<file path="src/design/psc_pkg.sv">
// Shared types and constants for the pairwise separation check.
// Depends on nothing; imported by the store, the arithmetic unit and the top level.
`default_nettype none

package psc_pkg;

   // Field widths fixed by the interface
   localparam int ID_W   = 16;
   localparam int POS_W  = 24;
   localparam int DIFF_W = POS_W + 1;     // magnitude of a position difference
   localparam int SQ_W   = 2 * DIFF_W;    // square and sum of two squares
   localparam int HMIN_W = 23;
   localparam int VMIN_W = 24;
   localparam int CSR_W  = 24;

   // Register indexes on the csr channel
   localparam logic REG_HMIN = 1'b0;
   localparam logic REG_VMIN = 1'b1;

   // Result kinds
   localparam logic KIND_ALERT = 1'b0;
   localparam logic KIND_DONE  = 1'b1;

   // Axis select for the shared difference unit
   localparam int SEL_W = 2;
   localparam logic [SEL_W-1:0] SEL_X = 2'd0;
   localparam logic [SEL_W-1:0] SEL_Y = 2'd1;
   localparam logic [SEL_W-1:0] SEL_Z = 2'd2;

   // One stored target report
   typedef struct packed {
      logic [ID_W-1:0]  id;
      logic [POS_W-1:0] x;
      logic [POS_W-1:0] y;
      logic [POS_W-1:0] z;
   } psc_entry_type;

   // Per-cycle command from the sequencer to the arithmetic unit
   typedef struct packed {
      logic [SEL_W-1:0] sel;       // axis fed to the difference stage
      logic             diff_en;   // load |a - b| of the selected axis
      logic             zok_en;    // latch the vertical compare
      logic             sq_en;     // load the square of the difference
      logic             acc_en;    // move the first square to the accumulator
      logic             mul_hmin;  // square the horizontal minimum instead
   } psc_op_type;

endpackage : psc_pkg

`default_nettype wire

</file>
<file path="src/design/psc_store.sv">
// Report store: one write port, two registered read ports.
// Depends on psc_pkg for the entry type.
`default_nettype none

module psc_store import psc_pkg::*; #(
   parameter int DEPTH = 8,
   parameter int IDX_W = 3
) (
   input  wire logic             clock,
   input  wire logic             wr_en,
   input  wire logic [IDX_W-1:0] wr_addr,
   input  wire psc_entry_type    wr_data,
   input  wire logic [IDX_W-1:0] rd_a_addr,
   input  wire logic [IDX_W-1:0] rd_b_addr,
   output      psc_entry_type    rd_a_data,
   output      psc_entry_type    rd_b_data
);

   psc_entry_type store_ff [DEPTH];
   psc_entry_type rd_a_ff;
   psc_entry_type rd_b_ff;

   // write port
   always_ff @(posedge clock) begin
      if (wr_en) begin
         store_ff[wr_addr] <= wr_data;
      end
   end

   // two read ports, data registered
   always_ff @(posedge clock) begin
      rd_a_ff <= store_ff[rd_a_addr];
      rd_b_ff <= store_ff[rd_b_addr];
   end

   assign rd_a_data = rd_a_ff;
   assign rd_b_data = rd_b_ff;

endmodule : psc_store

`default_nettype wire

</file>
<file path="src/design/psc_unit.sv">
// Shared arithmetic unit: absolute difference, one squarer and the
// separation compare, stepped by the sequencer. Depends on psc_pkg.
`default_nettype none

module psc_unit import psc_pkg::*; (
   input  wire logic              clock,
   input  wire psc_op_type        op,
   input  wire psc_entry_type     ent_a,
   input  wire psc_entry_type     ent_b,
   input  wire logic [HMIN_W-1:0] hmin,
   input  wire logic [VMIN_W-1:0] vmin,
   output      logic              hit
);

   logic [POS_W-1:0]        opa;
   logic [POS_W-1:0]        opb;
   logic signed [DIFF_W-1:0] delta;
   logic [DIFF_W-1:0]       mag;
   logic [DIFF_W-1:0]       mul_src;
   logic [SQ_W-1:0]         prod;
   logic [SQ_W-1:0]         dist2;

   logic [DIFF_W-1:0] diff_ff;
   logic [SQ_W-1:0]   sq_ff;
   logic [SQ_W-1:0]   acc_ff;
   logic [SQ_W-1:0]   hmin2_ff;
   logic              zok_ff;

   // axis select
   always_comb begin
      unique case (op.sel)
         SEL_X:   begin opa = ent_a.x; opb = ent_b.x; end
         SEL_Y:   begin opa = ent_a.y; opb = ent_b.y; end
         SEL_Z:   begin opa = ent_a.z; opb = ent_b.z; end
         default: begin opa = ent_a.z; opb = ent_b.z; end
      endcase
   end

   // |a - b| on sign-extended positions, never overflows 25 bits
   assign delta = $signed({opa[POS_W-1], opa}) - $signed({opb[POS_W-1], opb});
   assign mag   = delta[DIFF_W-1] ? DIFF_W'(-delta) : DIFF_W'(delta);

   // the one squarer
   assign mul_src = op.mul_hmin ? {{(DIFF_W-HMIN_W){1'b0}}, hmin} : diff_ff;
   assign prod    = SQ_W'(mul_src) * SQ_W'(mul_src);

   always_ff @(posedge clock) begin
      if (op.diff_en) begin
         diff_ff <= mag;
      end
      if (op.zok_en) begin
         zok_ff <= diff_ff < {1'b0, vmin};
      end
      if (op.sq_en) begin
         sq_ff <= prod;
      end
      if (op.acc_en) begin
         acc_ff <= sq_ff;
      end
      if (op.mul_hmin) begin
         hmin2_ff <= prod;
      end
   end

   // each square is below 2^49, so the sum fits
   assign dist2 = acc_ff + sq_ff;
   assign hit   = (dist2 < hmin2_ff) && zok_ff;

endmodule : psc_unit

`default_nettype wire

</file>
<file path="src/design/pairwise_separation_check.sv">
// Pairwise separation check: stores target reports, then on the scan's last report
// walks every pair (i < j) through one shared difference/square unit.
// Reports without scan_last are accepted back to back while idle. A closing report starts
// the pair walk: the horizontal minimum is squared, then each of the n * (n - 1) / 2 pairs
// takes six sequencer steps, and a held result stalls an alert or the done result.
// Reset (synchronous, active high) empties the store count and restores register defaults.
`default_nettype none

module pairwise_separation_check import psc_pkg::*; #(
   parameter int MAX_TARGETS = 8
) (
   input  wire logic              clock,
   input  wire logic              reset,
   // report input
   input  wire logic              req_valid,
   output      logic              req_ready,
   input  wire logic [ID_W-1:0]   req_target_id,
   input  wire logic signed [POS_W-1:0] req_pos_x,
   input  wire logic signed [POS_W-1:0] req_pos_y,
   input  wire logic signed [POS_W-1:0] req_pos_z,
   input  wire logic              req_scan_last,
   // results
   output      logic              rsp_valid,
   input  wire logic              rsp_ready,
   output      logic              rsp_kind,
   output      logic [ID_W-1:0]   rsp_first_id,
   output      logic [ID_W-1:0]   rsp_second_id,
   output      logic              rsp_overflow,
   output      logic              rsp_last,
   // register writes
   input  wire logic              csr_valid,
   output      logic              csr_ready,
   input  wire logic              csr_index,
   input  wire logic [CSR_W-1:0]  csr_data
);

   localparam int IDX_W = $clog2(MAX_TARGETS);
   localparam int CNT_W = $clog2(MAX_TARGETS + 1);
   localparam logic [CNT_W-1:0] CAP = CNT_W'(MAX_TARGETS);

   // sequencer states
   localparam int STATE_W = 4;
   localparam logic [STATE_W-1:0] S_IDLE = 4'd0;
   localparam logic [STATE_W-1:0] S_HMIN = 4'd1;
   localparam logic [STATE_W-1:0] S_RD   = 4'd2;
   localparam logic [STATE_W-1:0] S_DZ   = 4'd3;
   localparam logic [STATE_W-1:0] S_DX   = 4'd4;
   localparam logic [STATE_W-1:0] S_SQX  = 4'd5;
   localparam logic [STATE_W-1:0] S_SQY  = 4'd6;
   localparam logic [STATE_W-1:0] S_CMP  = 4'd7;
   localparam logic [STATE_W-1:0] S_DONE = 4'd8;

   logic [STATE_W-1:0] state_ff, state_in;
   logic [CNT_W-1:0]   count_ff, count_in;
   logic               dropped_ff, dropped_in;
   logic [IDX_W-1:0]   i_ff, i_in;
   logic [IDX_W-1:0]   j_ff, j_in;
   logic [HMIN_W-1:0]  hmin_ff, hmin_in;
   logic [VMIN_W-1:0]  vmin_ff, vmin_in;

   logic               rsp_valid_ff, rsp_valid_in;
   logic               rsp_kind_ff, rsp_kind_in;
   logic [ID_W-1:0]    rsp_first_ff, rsp_first_in;
   logic [ID_W-1:0]    rsp_second_ff, rsp_second_in;
   logic               rsp_overflow_ff, rsp_overflow_in;
   logic               rsp_last_ff, rsp_last_in;

   psc_op_type    op;
   psc_entry_type wr_entry;
   psc_entry_type ent_a;
   psc_entry_type ent_b;
   logic          store_wr;
   logic          unit_hit;
   logic          out_free;
   logic          load_alert;
   logic          load_done;
   logic          j_last;
   logic          i_last;
   logic [IDX_W-1:0] i_nxt;

   assign req_ready = (state_ff == S_IDLE);
   assign csr_ready = 1'b1;
   assign out_free  = !rsp_valid_ff || rsp_ready;

   // store
   assign store_wr = req_valid && req_ready && (count_ff < CAP);
   assign wr_entry = '{id: req_target_id, x: req_pos_x, y: req_pos_y, z: req_pos_z};

   psc_store #(
      .DEPTH (MAX_TARGETS),
      .IDX_W (IDX_W)
   ) u_store (
      .clock     (clock),
      .wr_en     (store_wr),
      .wr_addr   (count_ff[IDX_W-1:0]),
      .wr_data   (wr_entry),
      .rd_a_addr (i_ff),
      .rd_b_addr (j_ff),
      .rd_a_data (ent_a),
      .rd_b_data (ent_b)
   );

   psc_unit u_unit (
      .clock (clock),
      .op    (op),
      .ent_a (ent_a),
      .ent_b (ent_b),
      .hmin  (hmin_ff),
      .vmin  (vmin_ff),
      .hit   (unit_hit)
   );

   // pair walk position
   assign i_nxt  = i_ff + IDX_W'(1);
   assign j_last = (CNT_W'(j_ff) + CNT_W'(1)) == count_ff;
   assign i_last = (CNT_W'(i_ff) + CNT_W'(2)) == count_ff;

   // sequencer
   always_comb begin
      state_in   = state_ff;
      count_in   = count_ff;
      dropped_in = dropped_ff;
      i_in       = i_ff;
      j_in       = j_ff;
      op         = '0;
      op.sel     = SEL_Z;
      load_alert = 1'b0;
      load_done  = 1'b0;
      unique case (state_ff)
         S_IDLE: begin
            if (req_valid) begin
               if (count_ff < CAP) begin
                  count_in = count_ff + CNT_W'(1);
               end else begin
                  dropped_in = 1'b1;
               end
               if (req_scan_last) begin
                  state_in = S_HMIN;
                  i_in     = '0;
                  j_in     = IDX_W'(1);
               end
            end
         end
         S_HMIN: begin
            op.mul_hmin = 1'b1;
            state_in    = (count_ff < CNT_W'(2)) ? S_DONE : S_RD;
         end
         S_RD: begin
            state_in = S_DZ;
         end
         S_DZ: begin
            op.sel     = SEL_Z;
            op.diff_en = 1'b1;
            state_in   = S_DX;
         end
         S_DX: begin
            op.zok_en  = 1'b1;
            op.sel     = SEL_X;
            op.diff_en = 1'b1;
            state_in   = S_SQX;
         end
         S_SQX: begin
            op.sq_en   = 1'b1;
            op.sel     = SEL_Y;
            op.diff_en = 1'b1;
            state_in   = S_SQY;
         end
         S_SQY: begin
            op.sq_en  = 1'b1;
            op.acc_en = 1'b1;
            state_in  = S_CMP;
         end
         S_CMP: begin
            // an alert waits here for the output register
            if (!unit_hit || out_free) begin
               load_alert = unit_hit;
               if (j_last && i_last) begin
                  state_in = S_DONE;
               end else begin
                  state_in = S_RD;
                  if (j_last) begin
                     i_in = i_nxt;
                     j_in = i_nxt + IDX_W'(1);
                  end else begin
                     j_in = j_ff + IDX_W'(1);
                  end
               end
            end
         end
         S_DONE: begin
            if (out_free) begin
               load_done  = 1'b1;
               count_in   = '0;
               dropped_in = 1'b0;
               state_in   = S_IDLE;
            end
         end
         default: begin
            state_in = S_IDLE;
         end
      endcase
   end

   // register writes
   always_comb begin
      hmin_in = hmin_ff;
      vmin_in = vmin_ff;
      if (csr_valid && csr_ready) begin
         unique case (csr_index)
            REG_HMIN: hmin_in = csr_data[HMIN_W-1:0];
            REG_VMIN: vmin_in = csr_data[VMIN_W-1:0];
            default:  hmin_in = hmin_ff;
         endcase
      end
   end

   // output register
   always_comb begin
      rsp_valid_in    = rsp_valid_ff && !rsp_ready;
      rsp_kind_in     = rsp_kind_ff;
      rsp_first_in    = rsp_first_ff;
      rsp_second_in   = rsp_second_ff;
      rsp_overflow_in = rsp_overflow_ff;
      rsp_last_in     = rsp_last_ff;
      if (load_alert) begin
         rsp_valid_in    = 1'b1;
         rsp_kind_in     = KIND_ALERT;
         rsp_first_in    = ent_a.id;
         rsp_second_in   = ent_b.id;
         rsp_overflow_in = 1'b0;
         rsp_last_in     = 1'b0;
      end else if (load_done) begin
         rsp_valid_in    = 1'b1;
         rsp_kind_in     = KIND_DONE;
         rsp_first_in    = '0;
         rsp_second_in   = '0;
         rsp_overflow_in = dropped_ff;
         rsp_last_in     = 1'b1;
      end
   end

   // control registers
   always_ff @(posedge clock) begin
      if (reset) begin
         state_ff     <= S_IDLE;
         count_ff     <= '0;
         dropped_ff   <= 1'b0;
         i_ff         <= '0;
         j_ff         <= '0;
         hmin_ff      <= HMIN_W'(3000);
         vmin_ff      <= VMIN_W'(1000);
         rsp_valid_ff <= 1'b0;
      end else begin
         state_ff     <= state_in;
         count_ff     <= count_in;
         dropped_ff   <= dropped_in;
         i_ff         <= i_in;
         j_ff         <= j_in;
         hmin_ff      <= hmin_in;
         vmin_ff      <= vmin_in;
         rsp_valid_ff <= rsp_valid_in;
      end
   end

   // result payload
   always_ff @(posedge clock) begin
      rsp_kind_ff     <= rsp_kind_in;
      rsp_first_ff    <= rsp_first_in;
      rsp_second_ff   <= rsp_second_in;
      rsp_overflow_ff <= rsp_overflow_in;
      rsp_last_ff     <= rsp_last_in;
   end

   assign rsp_valid     = rsp_valid_ff;
   assign rsp_kind      = rsp_kind_ff;
   assign rsp_first_id  = rsp_first_ff;
   assign rsp_second_id = rsp_second_ff;
   assign rsp_overflow  = rsp_overflow_ff;
   assign rsp_last      = rsp_last_ff;

   // a pair being read is always ordered and inside the store
   a_pair_order : assert property (@(posedge clock) disable iff (reset)
      (state_ff == S_RD) |->
         ((CNT_W'(i_ff) < CNT_W'(j_ff)) && (CNT_W'(j_ff) < count_ff)))
      else $error("pair index out of order or beyond stored count");

   // loading the done result leaves the block idle and empty
   a_done_clears : assert property (@(posedge clock) disable iff (reset)
      ((state_ff == S_DONE) && out_free) |=>
         ((state_ff == S_IDLE) && (count_ff == '0) && !dropped_ff
          && rsp_valid_ff && rsp_last_ff))
      else $error("scan state not cleared when done result loaded");

   // a flagged pair becomes an alert in the output register
   a_alert_loaded : assert property (@(posedge clock) disable iff (reset)
      ((state_ff == S_CMP) && unit_hit && out_free) |=>
         (rsp_valid_ff && (rsp_kind_ff == KIND_ALERT) && !rsp_last_ff))
      else $error("flagged pair not presented as alert");

endmodule : pairwise_separation_check

`default_nettype wire
</file>
<file path="config.mk">
export PLATFORM = sky130hd
export DESIGN_NAME = pairwise_separation_check
export DESIGN_NICKNAME = d
export VERILOG_FILES = /design/src/design/psc_pkg.sv /design/src/design/psc_store.sv /design/src/design/psc_unit.sv /design/src/design/pairwise_separation_check.sv
export SDC_FILE = /design/constraint.sdc
export NUM_CORES = 2
export LEC_CHECK = 0
export BUFFER_PORTS_ARGS = -buffer_cell sky130_fd_sc_hd__buf_2
export CORE_UTILIZATION = 63
export CTS_CLUSTER_DIAMETER = 200
export DETAILED_ROUTE_END_ITERATION = 8
export PLACE_DENSITY = 0.8
export SLEW_MARGIN = 20
export SYNTH_ARGS = -nofsm -noshare
export SYNTH_HDL_FRONTEND = slang
export SYNTH_SLANG_ARGS = --single-unit
export TNS_END_PERCENT = 1
</file>
<file path="constraint.sdc">
create_clock -name clock -period 10.3 [get_ports clock]
set_clock_uncertainty 0.1 [all_clocks]
set_input_delay 0.515 -clock clock [delete_from_list [all_inputs] [get_ports clock]]
set_output_delay 0.515 -clock clock [all_outputs]
set_load 0.005 [all_outputs]
</file>
==> flow_summary.ini <==
[outcome]
outcome = finished, final reports clean

[critical_path]
rr_worst_depth = 26
worst_ep_required_time_ns = 10.67
crit_family = adder cells
crit_buf_inv = 6
cp-start-kind = flop
slowest_delay_ns = 0.72
cp.arrival_ns = 9.97
endpoint_kind = flop
cp_max_fo = 27
crit_slowest_cell = a2111oi_0
cpMostUsedCell = fa_1
cp.depth = 26
critPathKind = reg2reg

[timing]
drv_slew = 0
rsz0062_at_grt = no
hold_viol_final = 0
max_freq_ghz = 0.104
maxSlewHeadroom = 0.282
setup-violations-final = 0
setup-tns-final_ns = 0
worst_slew_pin_slew_ns = 1.07
layout_worst_path_cycle_share = 0.932
min_period_ns = 9.60
layout_setup_ws_ns = 0.699

[logic_synthesis]
synthTopCellsByArea = edfxtp_1 40%, fa_1 14%, mux4_2 11%
synthesis.nets = 6061
synth_top_family_by_area = adder cells
muxShareOfSynthArea = 0.156
ys_seq_area_frac = 0.465
yosysTopAreaCellShare = 0.395
synthSimpleGateAreaFrac = 0.0604
synth_warnings = 0
synth_compound_area_frac = 0.0521
synthXorXnorAreaFrac = 0.0175
synth-seq-cells = 1150
synth-edff-count = 909
synth_cell_types = 85
ys.flop_type = edfxtp_1
synthArstFlopShare = 0
syn_inst = 5147
synth_fa_ha_area_frac = 0.195
yosys.area.top_type = edfxtp_1
synthesis.area_um2 = 69000
postSynthAreaPerCell_um2 = 13.4

[drt]
routed_via_density = 6.26
ant_nets = 0
drt_wl_total_um = 172000
first_pass_iters = 8
wl_per_cell_um = 25.0
vias = 43100
drt_iter0_markers = 3943
drcViolationCount = 0

[die]
die_w_um = 333
start_util = 0.635
io_pins = 157
die_y_um = 333
num_rows = 121
coreArea_um2 = 109000
die_area_um2 = 111000

[cts]
cts_tree = yes
cts-root-buf = clkbuf_16
cts_buffers = 110
cts_resized = 0
cts.sinks = 1150
path_clk_slew_ns = 0.07
htreeDepth = 3
cts_buffer_depth = 3
clk_latency_ns = 0.75

[grt]
grtUsageTotal = 0.315
grt_max_degree = 131
gr-total-overflow = 0
antenna_found_initial = 8
grt_pass1_vias = 46000
grt_pass1_wl_um = 264000

[placement]
gp_congestion = 0.967
pre_cts_ws_ns = 0.770
io_buffers = 155
dpl-instance-area_um2 = 71400
dpl.hpwl_um = 116000

[layout]
fillCellCount = 7171
final_area_um2 = 76300
drive_gt1_frac = 0.177
area_growth_pct = 10.6
utilization = 0.702
fin_nets = 6283

[min_path]
hold_class = in2reg
hold_path_depth = 1

[run]
max_cap_viol_count = 0
==> cell type report <==
cell class | instances | area [µm²] | share of cell area
multi-input cells | 3012 | 33300 | 0.436
flip-flops and latches | 1150 | 32100 | 0.421
clock buffers | 157 | 3090 | 0.0405
inverters | 772 | 2900 | 0.0380
repair buffers | 323 | 2380 | 0.0312
well taps | 1414 | 1770 | 0.0232
clock inverters | 52 | 727 | 0.00952
diodes | 6 | 15.0 | 0.000197
==> metal layers <==
layer  vias to the layer above  part of all wire  GRT usage
met5                         -           0.00012          0
met4                         4             0.059      0.174
met2                      1893              0.53      0.562
met1                     22000              0.35      0.370
met3                       473             0.062     0.0405
li1                      18700                 -          -
==> repair_timing <==
| action | in CTS | in global routing |
|---|---|---|
| hold buffers | 111 | 0 |
| setup buffers | 0 | 0 |
| hold endpoints to repair | 715 | 0 |
==> cell families (layout without fill, tap and decap cells) <==
family,count (synthesis),count (layout)
flops,1150,1150
buf+inv,985,1304
simple gates,913,913
fa+ha+maj,795,795
mux,612,612
compound gates,553,553
xor+xnor,138,138
other cells,1,7
==> synthesized netlist by cell type (6+ instances only) <==
cell       number
edfxtp_1      909
inv_1         767
fa_1          467
mux4_2        352
nand2_1       343
ha_1          328
nor2_1        261
dfxtp_1       241
a21oi_1       203
mux2_2        191
clkbuf_1      162
o21ai_0        85
xnor2_1        85
a21o_1         84
and2_1         73
mux2i_1        69
xor2_1         53
nand3_1        46
nor3_1         45
buf_1          42
nand4_1        25
nor2b_1        25
o21a_1         21
a211oi_1       19
a31oi_1        18
and3_1         18
nand2b_1       17
o211ai_1       17
nor4_1         13
o21bai_1       12
or3_1           9
a211o_1         8
nor3b_1         7
o31ai_1         7
a2111oi_0       6
a221oi_1        6
a41oi_1         6
buf_2           6
nor4b_1         6
==> path summary, 6_finish.rpt <==
kind / from / end / slack [ns]
setup / recovery: state_ff[1] / u_unit.sq_ff[47] / 0.70
setup reg to reg: state_ff[1] / u_unit.sq_ff[47] / 0.70
hold reg to reg: u_unit.sq_ff[28] / u_unit.acc_ff[28] / 0.36
hold / removal: req_pos_z[22] / u_store.store_ff[0][22] / 0.05
==> metrics by stage <==
step,std cells,hold slack [ns]
finish,6886,0.0548
global route,6885,0.0440
detailed placement,6559,0.339
floorplan,5147,0.331
global placement,6559,0.338
CTS,6879,0.0106
==> registers in the layout (all words and copies together), names as in the netlist, 24 cells and up <==
register and cells:
vmin_ff 24, u_store.rd_a_data 88, u_store.rd_b_data 88, u_unit.diff_ff 25, u_unit.hmin2_ff 49, u_unit.acc_ff 49, u_store.store_ff 704, u_unit.sq_ff 49
==> cell usage in the layout, fill, tap and decap left out, types with 52 or more instances in the layout <==
cell           Yosys  final
mux2i_1           69     69
edfxtp_1         909    909
mux2_2           191    191
fa_1             467    467
buf_4              2     52
a21oi_1          203    201
ha_1             328    328
nor2_1           261    253
nand2_1          343    343
xnor2_1           85     85
dfxtp_1          241    234
buf_2              6    155
inv_1            767    767
mux4_2           352    352
clkbuf_16          0    110
xor2_1            53     53
dlygate4sd3_1      0    111
and2_1            73     72
o21ai_0           85     85
a21o_1            84     84
==> worst reg2reg max path: cells and delay by family, from the launching register on <==
family                     cells  cell delay (ns)
AOI/OAI and AO/OA              5             1.97
buffers and inverters          6             1.04
muxes                          1             0.58
and+or+nand+nor                6             1.32
adders and majority gates      8             3.92
DFF                            1             0.41
Power is not shown: default switching activity piles up to over one toggle a cycle in this logic, so the estimate is an artifact.
